--- config.mk ---
export PLATFORM = sky130hd
export DESIGN_NAME = circular_deque_unit
export DESIGN_NICKNAME = d
export VERILOG_FILES = /design/src/rtl/core/cdq_pkg.sv /design/src/rtl/core/circular_deque_unit.sv /design/src/rtl/core/cdq_ram.sv /design/src/rtl/core/cdq_ctrl.sv
export SDC_FILE = /design/constraint.sdc
export NUM_CORES = 1
export LEC_CHECK = 0
export ABC_AREA = 1
export BUFFER_PORTS_ARGS = -buffer_cell sky130_fd_sc_hd__buf_2
export CAP_MARGIN = 40
export CORE_ASPECT_RATIO = 1.2
export CORE_UTILIZATION = 33
export DETAILED_ROUTE_END_ITERATION = 8
export GPL_ROUTABILITY_DRIVEN = 0
export RECOVER_POWER = 50
export SYNTH_ARGS = -nofsm -noshare
export SYNTH_HDL_FRONTEND = slang
export SYNTH_HIERARCHICAL = 1
export SYNTH_SLANG_ARGS = --single-unit
--- constraint.sdc ---
create_clock -name clk -period 4.5 [get_ports clk]
set_input_delay 0.45 -clock clk [delete_from_list [all_inputs] [get_ports clk]]
set_output_delay 0.45 -clock clk [all_outputs]
set_load 0.05 [all_outputs]
--- src/rtl/core/cdq_pkg.sv ---
`timescale 1ns / 1ps
// ----------------------------------------------------------------------------
// cdq_pkg
// Shared command codes, status codes and result flags of the circular deque.
// ----------------------------------------------------------------------------
package cdq_pkg;

  localparam int DepthDefault     = 16;
  localparam int DataWidthDefault = 32;

  // Fixed widths of the stream fields.
  localparam int CMD_W    = 3;
  localparam int ELEM_W   = 32;
  localparam int STATUS_W = 2;
  localparam int OCC_W    = 5;

  // Command codes.
  localparam logic [CMD_W-1:0] CMD_PUSH_FRONT = 3'd0;
  localparam logic [CMD_W-1:0] CMD_PUSH_REAR  = 3'd1;
  localparam logic [CMD_W-1:0] CMD_POP_FRONT  = 3'd2;
  localparam logic [CMD_W-1:0] CMD_POP_REAR   = 3'd3;
  localparam logic [CMD_W-1:0] CMD_PEEK_FRONT = 3'd4;
  localparam logic [CMD_W-1:0] CMD_PEEK_REAR  = 3'd5;
  localparam logic [CMD_W-1:0] CMD_CLEAR      = 3'd6;

  // Status codes.
  localparam logic [STATUS_W-1:0] STAT_OK        = 2'd0;
  localparam logic [STATUS_W-1:0] STAT_UNDERFLOW = 2'd1;
  localparam logic [STATUS_W-1:0] STAT_OVERFLOW  = 2'd2;

  // Everything about a result except the data read from the store.
  typedef struct packed {
    logic                data_ok;    // store read data is the result data
    logic [STATUS_W-1:0] status;
    logic [OCC_W-1:0]    occupancy;
    logic                is_empty;
    logic                is_full;
  } result_meta_t;

endpackage

--- src/rtl/core/circular_deque_unit.sv ---
`timescale 1ns / 1ps
// ----------------------------------------------------------------------------
// circular_deque_unit
// Double-ended queue in a ring store, driven by a command stream.
// ----------------------------------------------------------------------------
// Usage:
//   Each transaction on the slave side carries one command in s_tuser
//   (push front, push rear, pop front, pop rear, peek front, peek rear,
//   clear) and the element to push in s_tdata. Every command yields exactly
//   one transaction on the master side with the data read, a status code,
//   the occupancy after the command, and the empty and full flags.
//   A command accepted at one edge has its result valid after that edge.
//   Throughput is one command per cycle while the receiver takes each result;
//   the single store port does either the write of a push or the read of a
//   pop or peek, so each command needs at most one port access.
//   Head and count update at the accepting edge, so a following command
//   sees the new state and a write is visible to the very next read.
//   When the receiver stalls, the result stays in the output stage (the
//   store read register holds its data since no new read is issued) and
//   s_tready drops until the result is taken.
//   Reset clears the head index, the entry count and the output valid. The
//   store is not cleared; only written entries can ever be read.
//   Pops and peeks on an empty deque report underflow with data 0; pushes
//   on a full deque report overflow. Neither changes the state.
// ----------------------------------------------------------------------------
module circular_deque_unit #(
  parameter int DEPTH      = cdq_pkg::DepthDefault,
  parameter int DATA_WIDTH = cdq_pkg::DataWidthDefault
) (
  input  logic        clk,
  input  logic        rst,
  input  logic        s_tvalid,
  output logic        s_tready,
  input  logic [31:0] s_tdata,   // [31:0] element_value
  input  logic [2:0]  s_tuser,   // [2:0] command
  output logic        m_tvalid,
  input  logic        m_tready,
  // [31:0] read_data, [33:32] status, [38:34] occupancy, [39] is_empty,
  // [40] is_full, [47:41] zero
  output logic [47:0] m_tdata
);

  localparam int AW = $clog2(DEPTH);

  logic                  accept;
  logic                  mem_wr_en, mem_rd_en;
  logic [AW-1:0]         mem_addr;
  logic [DATA_WIDTH-1:0] mem_wdata, mem_rdata;
  cdq_pkg::result_meta_t result_meta;
  logic [31:0]           read_data;

  // The output stage frees up in the same cycle its result is taken.
  assign s_tready = ~m_tvalid | m_tready;
  assign accept   = s_tvalid & s_tready;

  cdq_ctrl #(
    .DEPTH      (DEPTH),
    .DATA_WIDTH (DATA_WIDTH)
  ) u_ctrl (
    .clk           (clk),
    .rst           (rst),
    .accept        (accept),
    .command       (s_tuser),
    .element_value (s_tdata),
    .mem_wr_en     (mem_wr_en),
    .mem_rd_en     (mem_rd_en),
    .mem_addr      (mem_addr),
    .mem_wdata     (mem_wdata),
    .result_meta   (result_meta)
  );

  cdq_ram #(
    .DEPTH      (DEPTH),
    .DATA_WIDTH (DATA_WIDTH)
  ) u_ram (
    .clk   (clk),
    .wr_en (mem_wr_en),
    .rd_en (mem_rd_en),
    .addr  (mem_addr),
    .wdata (mem_wdata),
    .rdata (mem_rdata)
  );

  always_ff @(posedge clk) begin
    if (rst) begin
      m_tvalid <= 1'b0;
    end else if (s_tready) begin
      m_tvalid <= s_tvalid;
    end
  end

  // Stored entries are zero-extended to the result width; results without a
  // store read (pushes, clear, underflow, the unused code) carry zero data.
  assign read_data = result_meta.data_ok ? 32'(mem_rdata) : '0;

  assign m_tdata = {7'd0, result_meta.is_full, result_meta.is_empty,
                    result_meta.occupancy, result_meta.status, read_data};

`ifndef SYNTHESIS
  a_result_follows : assert property (@(posedge clk) disable iff (rst)
    accept |=> m_tvalid)
    else $error("accepted command produced no result");
`endif

endmodule

--- src/rtl/core/cdq_ram.sv ---
`timescale 1ns / 1ps
// ----------------------------------------------------------------------------
// cdq_ram
// Entry store of the deque: one port, synchronous write and registered read.
// ----------------------------------------------------------------------------
module cdq_ram #(
  parameter int DEPTH      = cdq_pkg::DepthDefault,
  parameter int DATA_WIDTH = cdq_pkg::DataWidthDefault,
  localparam int AW        = $clog2(DEPTH)
) (
  input  logic                  clk,
  input  logic                  wr_en,
  input  logic                  rd_en,
  input  logic [AW-1:0]         addr,
  input  logic [DATA_WIDTH-1:0] wdata,
  output logic [DATA_WIDTH-1:0] rdata
);

  logic [DATA_WIDTH-1:0] mem [DEPTH];

  // The read register holds its value until the next read.
  always_ff @(posedge clk) begin
    if (wr_en) begin
      mem[addr] <= wdata;
    end
    if (rd_en) begin
      rdata <= mem[addr];
    end
  end

endmodule

--- src/rtl/core/cdq_ctrl.sv ---
`timescale 1ns / 1ps
// ----------------------------------------------------------------------------
// cdq_ctrl
// Head index and entry count of the deque, store addressing and result flags.
// ----------------------------------------------------------------------------
module cdq_ctrl #(
  parameter int DEPTH      = cdq_pkg::DepthDefault,
  parameter int DATA_WIDTH = cdq_pkg::DataWidthDefault,
  localparam int AW        = $clog2(DEPTH),
  localparam int CW        = $clog2(DEPTH + 1)
) (
  input  logic                          clk,
  input  logic                          rst,
  input  logic                          accept,
  input  logic [cdq_pkg::CMD_W-1:0]     command,
  input  logic [cdq_pkg::ELEM_W-1:0]    element_value,
  output logic                          mem_wr_en,
  output logic                          mem_rd_en,
  output logic [AW-1:0]                 mem_addr,
  output logic [DATA_WIDTH-1:0]         mem_wdata,
  output cdq_pkg::result_meta_t         result_meta
);

  localparam int SW = CW + 1;

  logic [AW-1:0] head, head_next;
  logic [CW-1:0] count, count_next;

  logic                  empty, full;
  logic [AW-1:0]         head_dec, head_inc, rear_free, rear_last;
  logic [SW-1:0]         free_sum, last_sum;
  logic                  wr_req, rd_req;
  logic [AW-1:0]         addr;
  logic [cdq_pkg::STATUS_W-1:0] status;

  assign empty = (count == '0);
  assign full  = (count >= CW'(DEPTH));

  // Ring arithmetic: every sum stays below twice DEPTH, so one compare and
  // subtract folds it back into range.
  assign head_dec = (head == '0) ? AW'(DEPTH - 1) : head - AW'(1);
  assign head_inc = (head == AW'(DEPTH - 1)) ? '0 : head + AW'(1);
  assign free_sum = SW'(head) + SW'(count);
  assign last_sum = SW'(head) + SW'(count) - SW'(1);
  assign rear_free = (free_sum >= SW'(DEPTH)) ? AW'(free_sum - SW'(DEPTH)) : AW'(free_sum);
  assign rear_last = (last_sum >= SW'(DEPTH)) ? AW'(last_sum - SW'(DEPTH)) : AW'(last_sum);

  always_comb begin
    head_next  = head;
    count_next = count;
    wr_req     = 1'b0;
    rd_req     = 1'b0;
    addr       = head;
    status     = cdq_pkg::STAT_OK;
    unique case (command) inside
      cdq_pkg::CMD_PUSH_FRONT: begin
        if (full) begin
          status = cdq_pkg::STAT_OVERFLOW;
        end else begin
          head_next  = head_dec;
          addr       = head_dec;
          wr_req     = 1'b1;
          count_next = count + CW'(1);
        end
      end
      cdq_pkg::CMD_PUSH_REAR: begin
        if (full) begin
          status = cdq_pkg::STAT_OVERFLOW;
        end else begin
          addr       = rear_free;
          wr_req     = 1'b1;
          count_next = count + CW'(1);
        end
      end
      cdq_pkg::CMD_POP_FRONT, cdq_pkg::CMD_PEEK_FRONT: begin
        if (empty) begin
          status = cdq_pkg::STAT_UNDERFLOW;
        end else begin
          addr   = head;
          rd_req = 1'b1;
          if (command == cdq_pkg::CMD_POP_FRONT) begin
            head_next  = head_inc;
            count_next = count - CW'(1);
          end
        end
      end
      cdq_pkg::CMD_POP_REAR, cdq_pkg::CMD_PEEK_REAR: begin
        if (empty) begin
          status = cdq_pkg::STAT_UNDERFLOW;
        end else begin
          addr   = rear_last;
          rd_req = 1'b1;
          if (command == cdq_pkg::CMD_POP_REAR) begin
            count_next = count - CW'(1);
          end
        end
      end
      cdq_pkg::CMD_CLEAR: begin
        head_next  = '0;
        count_next = '0;
      end
      default: begin
      end
    endcase
  end

  assign mem_wr_en = accept & wr_req;
  assign mem_rd_en = accept & rd_req;
  assign mem_addr  = addr;
  assign mem_wdata = DATA_WIDTH'($unsigned(element_value));

  always_ff @(posedge clk) begin
    if (rst) begin
      head  <= '0;
      count <= '0;
    end else if (accept) begin
      head  <= head_next;
      count <= count_next;
    end
  end

  // Result flags are registered at the accepting edge, together with the store read.
  always_ff @(posedge clk) begin
    if (accept) begin
      result_meta.data_ok   <= rd_req;
      result_meta.status    <= status;
      result_meta.occupancy <= cdq_pkg::OCC_W'(count_next);
      result_meta.is_empty  <= (count_next == '0);
      result_meta.is_full   <= (count_next >= CW'(DEPTH));
    end
  end

`ifndef SYNTHESIS
  a_count_bound : assert property (@(posedge clk) disable iff (rst)
    count <= CW'(DEPTH))
    else $error("entry count exceeds the store depth");

  a_head_bound : assert property (@(posedge clk) disable iff (rst)
    32'(head) < DEPTH)
    else $error("head index outside the ring");

  a_clear_empties : assert property (@(posedge clk) disable iff (rst)
    accept && command == cdq_pkg::CMD_CLEAR |=> count == '0 && head == '0)
    else $error("clear did not empty the deque");
`endif

endmodule

==> impl_results.md <==
* Worst Path Class, Setup: register to register
* Tot Pwr at 0.0123 W
* I/O pins at 89
* Register area share after synthesis at 67.6%
* CTS Sinks at 563
* Max Fclk at 264 MHz
* Flops & latches, synth at 563
* Delay-heaviest family, CP: simple AND/OR/NAND/NOR gates
* Placed wire-length estimate at 31900 µm
* Clk Latency, worst-skew pair at 0.62 ns
* Total GRT Usage at 15.7%
* Final Max Slew Viols at 0
* Cts repair resizes at 0
* Slew HR at 37.8%
* Longest Clk Path Bufs at 3
* Total wire length at 59000 µm
* First-pass GRT wire length at 91100 µm
* Number of post-CTS setup repair buffers at 0
* Area delta synth->final at 11.5%
* Count of warnings emitted by yosys at 6
* Total negative slack at 0 ns
* Period utilisation layout at 84.3%
* CTS buffer count at 52
* Util after Layout at 37.4%
* FP Rows at 109
* Stages on worst setup path at 9
* Area share of the largest cell type after synthesis at 66.8%
* Pre-Repair DR Iteration Count at 5
* I/O Buffers at 81
* Worst Setup Start Kind: register
* Buf/Inv on CP at 4
* Gate Count Post-Synth at 2479
* Hold violation count in the final report at 0
* DR DRC count at 0
* Peak supply drop at 0.295 mV
* Antenna viol nets, final at 0
* P per Cell Area at 445 nW/µm²
* Vias at 16000
* Critical-path top delay cell: nor2_4
* Largest cells by area after synthesis: edfxtp_1, nand2_1, inv_1
* Number of global-route vias before repair at 15100
* Die area at 76400 µm²
* Post-synthesis cell type count at 41
* Unrepaired setup endpoints after global routing: false
* Final number of setup-violating endpoints at 0
* Crit-path max FO at 19
* Post-Route Skew at 0.0247 ns
* Worst path max stage delay at 0.64 ns
* Tightest Pin Transition at 0.933 ns
* Mapped Avg Cell Area at 10.0 µm²
* Chip width at 253 µm
* FF-to-FF path depth at 9
* Hold-fix buffers, CTS at 0
* Largest net degree at the start of global routing at 181
* Per-cell routed wire length at 16.6 µm
* DR iter-0 viols at 1237
* HP Class: input pin to register
* Initial Utilization at 33.6%
* Fraction of layout cells with a size suffix above 1 at 6.70%
* Worst reg2reg setup slack at 0.71 ns
* Nets at 2560
* Worst path required time at 4.80 ns
* Fin crit period at 3.79 ns
* Htree depth at 2
* Initial antenna violation count at 2
* Cells along the critical path: inv_1, nand3_1, inv_1, a21oi_1, o221ai_4, inv_4, nand3_1, nor2_4, buf_12
* Drt via density at 4.50
* CTS tree: built
* PnR worst setup slack at 0.707 ns
* Die Span Y at 303 µm
* P_leak at 11.6 nW
* WHS Path Cells at 2
* Core ar. at 74100 µm²
* Status: finished, final reports clean
* Hold slack at 0.0849 ns
* Post-Syn Area at 24900 µm²
* Worst EP arrival at 4.09 ns
* Max cap viols at 0
* Grt ovf at 0
* CTS root buf: clkbuf_16
* CTS clk-pin slew, worst paths at 0.07 ns
* Placement Setup Slack at 0.896 ns
* Cell taking the most area after synthesis: edfxtp_1
* Crit end category: register
==> placed cells by master, fill, tap and decap left out, types with 3 or more instances in the layout <==
| cell | netlist | routed |
|---|---|---|
| a31oi_1 | 3 | 3 |
| inv_8 | 0 | 3 |
| ha_1 | 9 | 9 |
| xnor2_1 | 3 | 3 |
| buf_12 | 0 | 13 |
| clkbuf_1 | 11 | 69 |
| clkbuf_16 | 0 | 52 |
| clkinv_1 | 2 | 14 |
| nand2_1 | 1479 | 1481 |
| bufinv_16 | 0 | 4 |
| dfxtp_1 | 10 | 10 |
| nor2_4 | 3 | 22 |
| buf_4 | 57 | 24 |
| o21ai_0 | 12 | 14 |
| buf_2 | 43 | 25 |
| edfxtp_1 | 553 | 553 |
| inv_1 | 137 | 136 |
| nor3_1 | 4 | 4 |
| nand4_1 | 4 | 5 |
| nand3b_1 | 3 | 3 |
| clkinvlp_4 | 0 | 3 |
| nor2_1 | 37 | 18 |
| conb_1 | 1 | 7 |
| nand3_1 | 33 | 34 |
| clkinv_2 | 0 | 9 |
| a21oi_1 | 12 | 12 |
==> sequential cells by signal (all words and copies together) (netlist names) <==
name / count
m_tvalid: 1
u_ctrl/count: 5
u_ctrl/head: 4
u_ctrl/result_meta: 9
u_ram/mem: 512
u_ram/rdata: 32
==> routing by layer <==
| layer | share of wire (%) | vias up | global-route usage, % |
|---|---|---|---|
| li1 | - | 7948 | - |
| met1 | 44 | 7609 | 20.5 |
| met2 | 49 | 351 | 26.9 |
| met3 | 4.8 | 78 | 2.39 |
| met4 | 2.3 | 0 | 4.76 |
| met5 | 0 | - | 0 |
==> cells in the mapped netlist <==
library cell,n
a21oi_1,12
buf_8,1
fa_1,1
inv_2,2
nand3_1,33
edfxtp_1,553
o21ai_0,12
xor2_1,2
nand3b_1,3
o221ai_1,1
inv_6,1
nand3_4,1
xnor2_1,3
nor3_1,4
nand2_1,1479
nor3b_1,1
o2111ai_1,2
inv_4,1
clkbuf_8,2
clkinv_1,2
nand4_1,4
buf_4,57
o211ai_1,1
dfxtp_1,10
nand2_2,4
a31oi_1,3
inv_1,137
clkbuf_1,11
nor2_1,37
nand3_2,2
nor2_2,1
nand4_2,1
o21ai_1,2
nor2_4,3
buf_6,29
buf_2,43
conb_1,1
buf_1,6
a32oi_1,1
o21a_1,1
ha_1,9
==> report_power, final <==
| part | switching, W | leakage, nW | total (W) | internal, W |
|---|---|---|---|---|
| registers | 0.0000424 | 5.08 | 0.00593 | 0.00589 |
| logic | 0.00152 | 5.69 | 0.00204 | 0.000524 |
| clock network | 0.00196 | 0.803 | 0.00434 | 0.00238 |
| total | 0.00352 | 11.6 | 0.0123 | 0.00879 |
==> worst paths after layout <==
kind                                start                         end
max          u_ctrl/count[4]$_SDFFE_PP0P_  u_ram/mem[13][5]$_DFFE_PP_
min                                   rst       m_tvalid$_SDFFE_PP0P_
min reg2reg         m_tvalid$_SDFFE_PP0P_       m_tvalid$_SDFFE_PP0P_
max reg2reg  u_ctrl/count[4]$_SDFFE_PP0P_  u_ram/mem[13][5]$_DFFE_PP_
==> through the flow <==
| stage | cell area (µm²) | cells |
|---|---|---|
| 2_1_floorplan | 24900 | 2485 |
| 5_1_grt | 27700 | 3555 |
| 4_1_cts | 27800 | 3553 |
| 6_report | 27700 | 3555 |
| 3_5_place_dp | 26100 | 3456 |
| 3_3_place_gp | 26100 | 3454 |
==> area by class of cell <==
type / count / area, µm²
Fill cell: 7204 / 46400
Sequential cell: 563 / 16800
Multi-Input combinational cell: 1630 / 6610
Clock buffer: 64 / 1350
Tap cell: 999 / 1250
Timing Repair Buffer: 121 / 822
Inverter: 143 / 549
Clock inverter: 33 / 314
Antenna cell: 2 / 5.00
==> kinds of logic after synthesis <==
group	Yosys count	synth area share [%]
other	1	0.0151
adders and majority gates	10	0.534
DFF	563	67.6
buffers and inverters	292	6.52
AOI/OAI and AO/OA	35	0.801
and+or+nand+nor	1573	24.3
xor gates and xnor gates	5	0.176
Note: power is estimated with default switching activity, not from simulation.
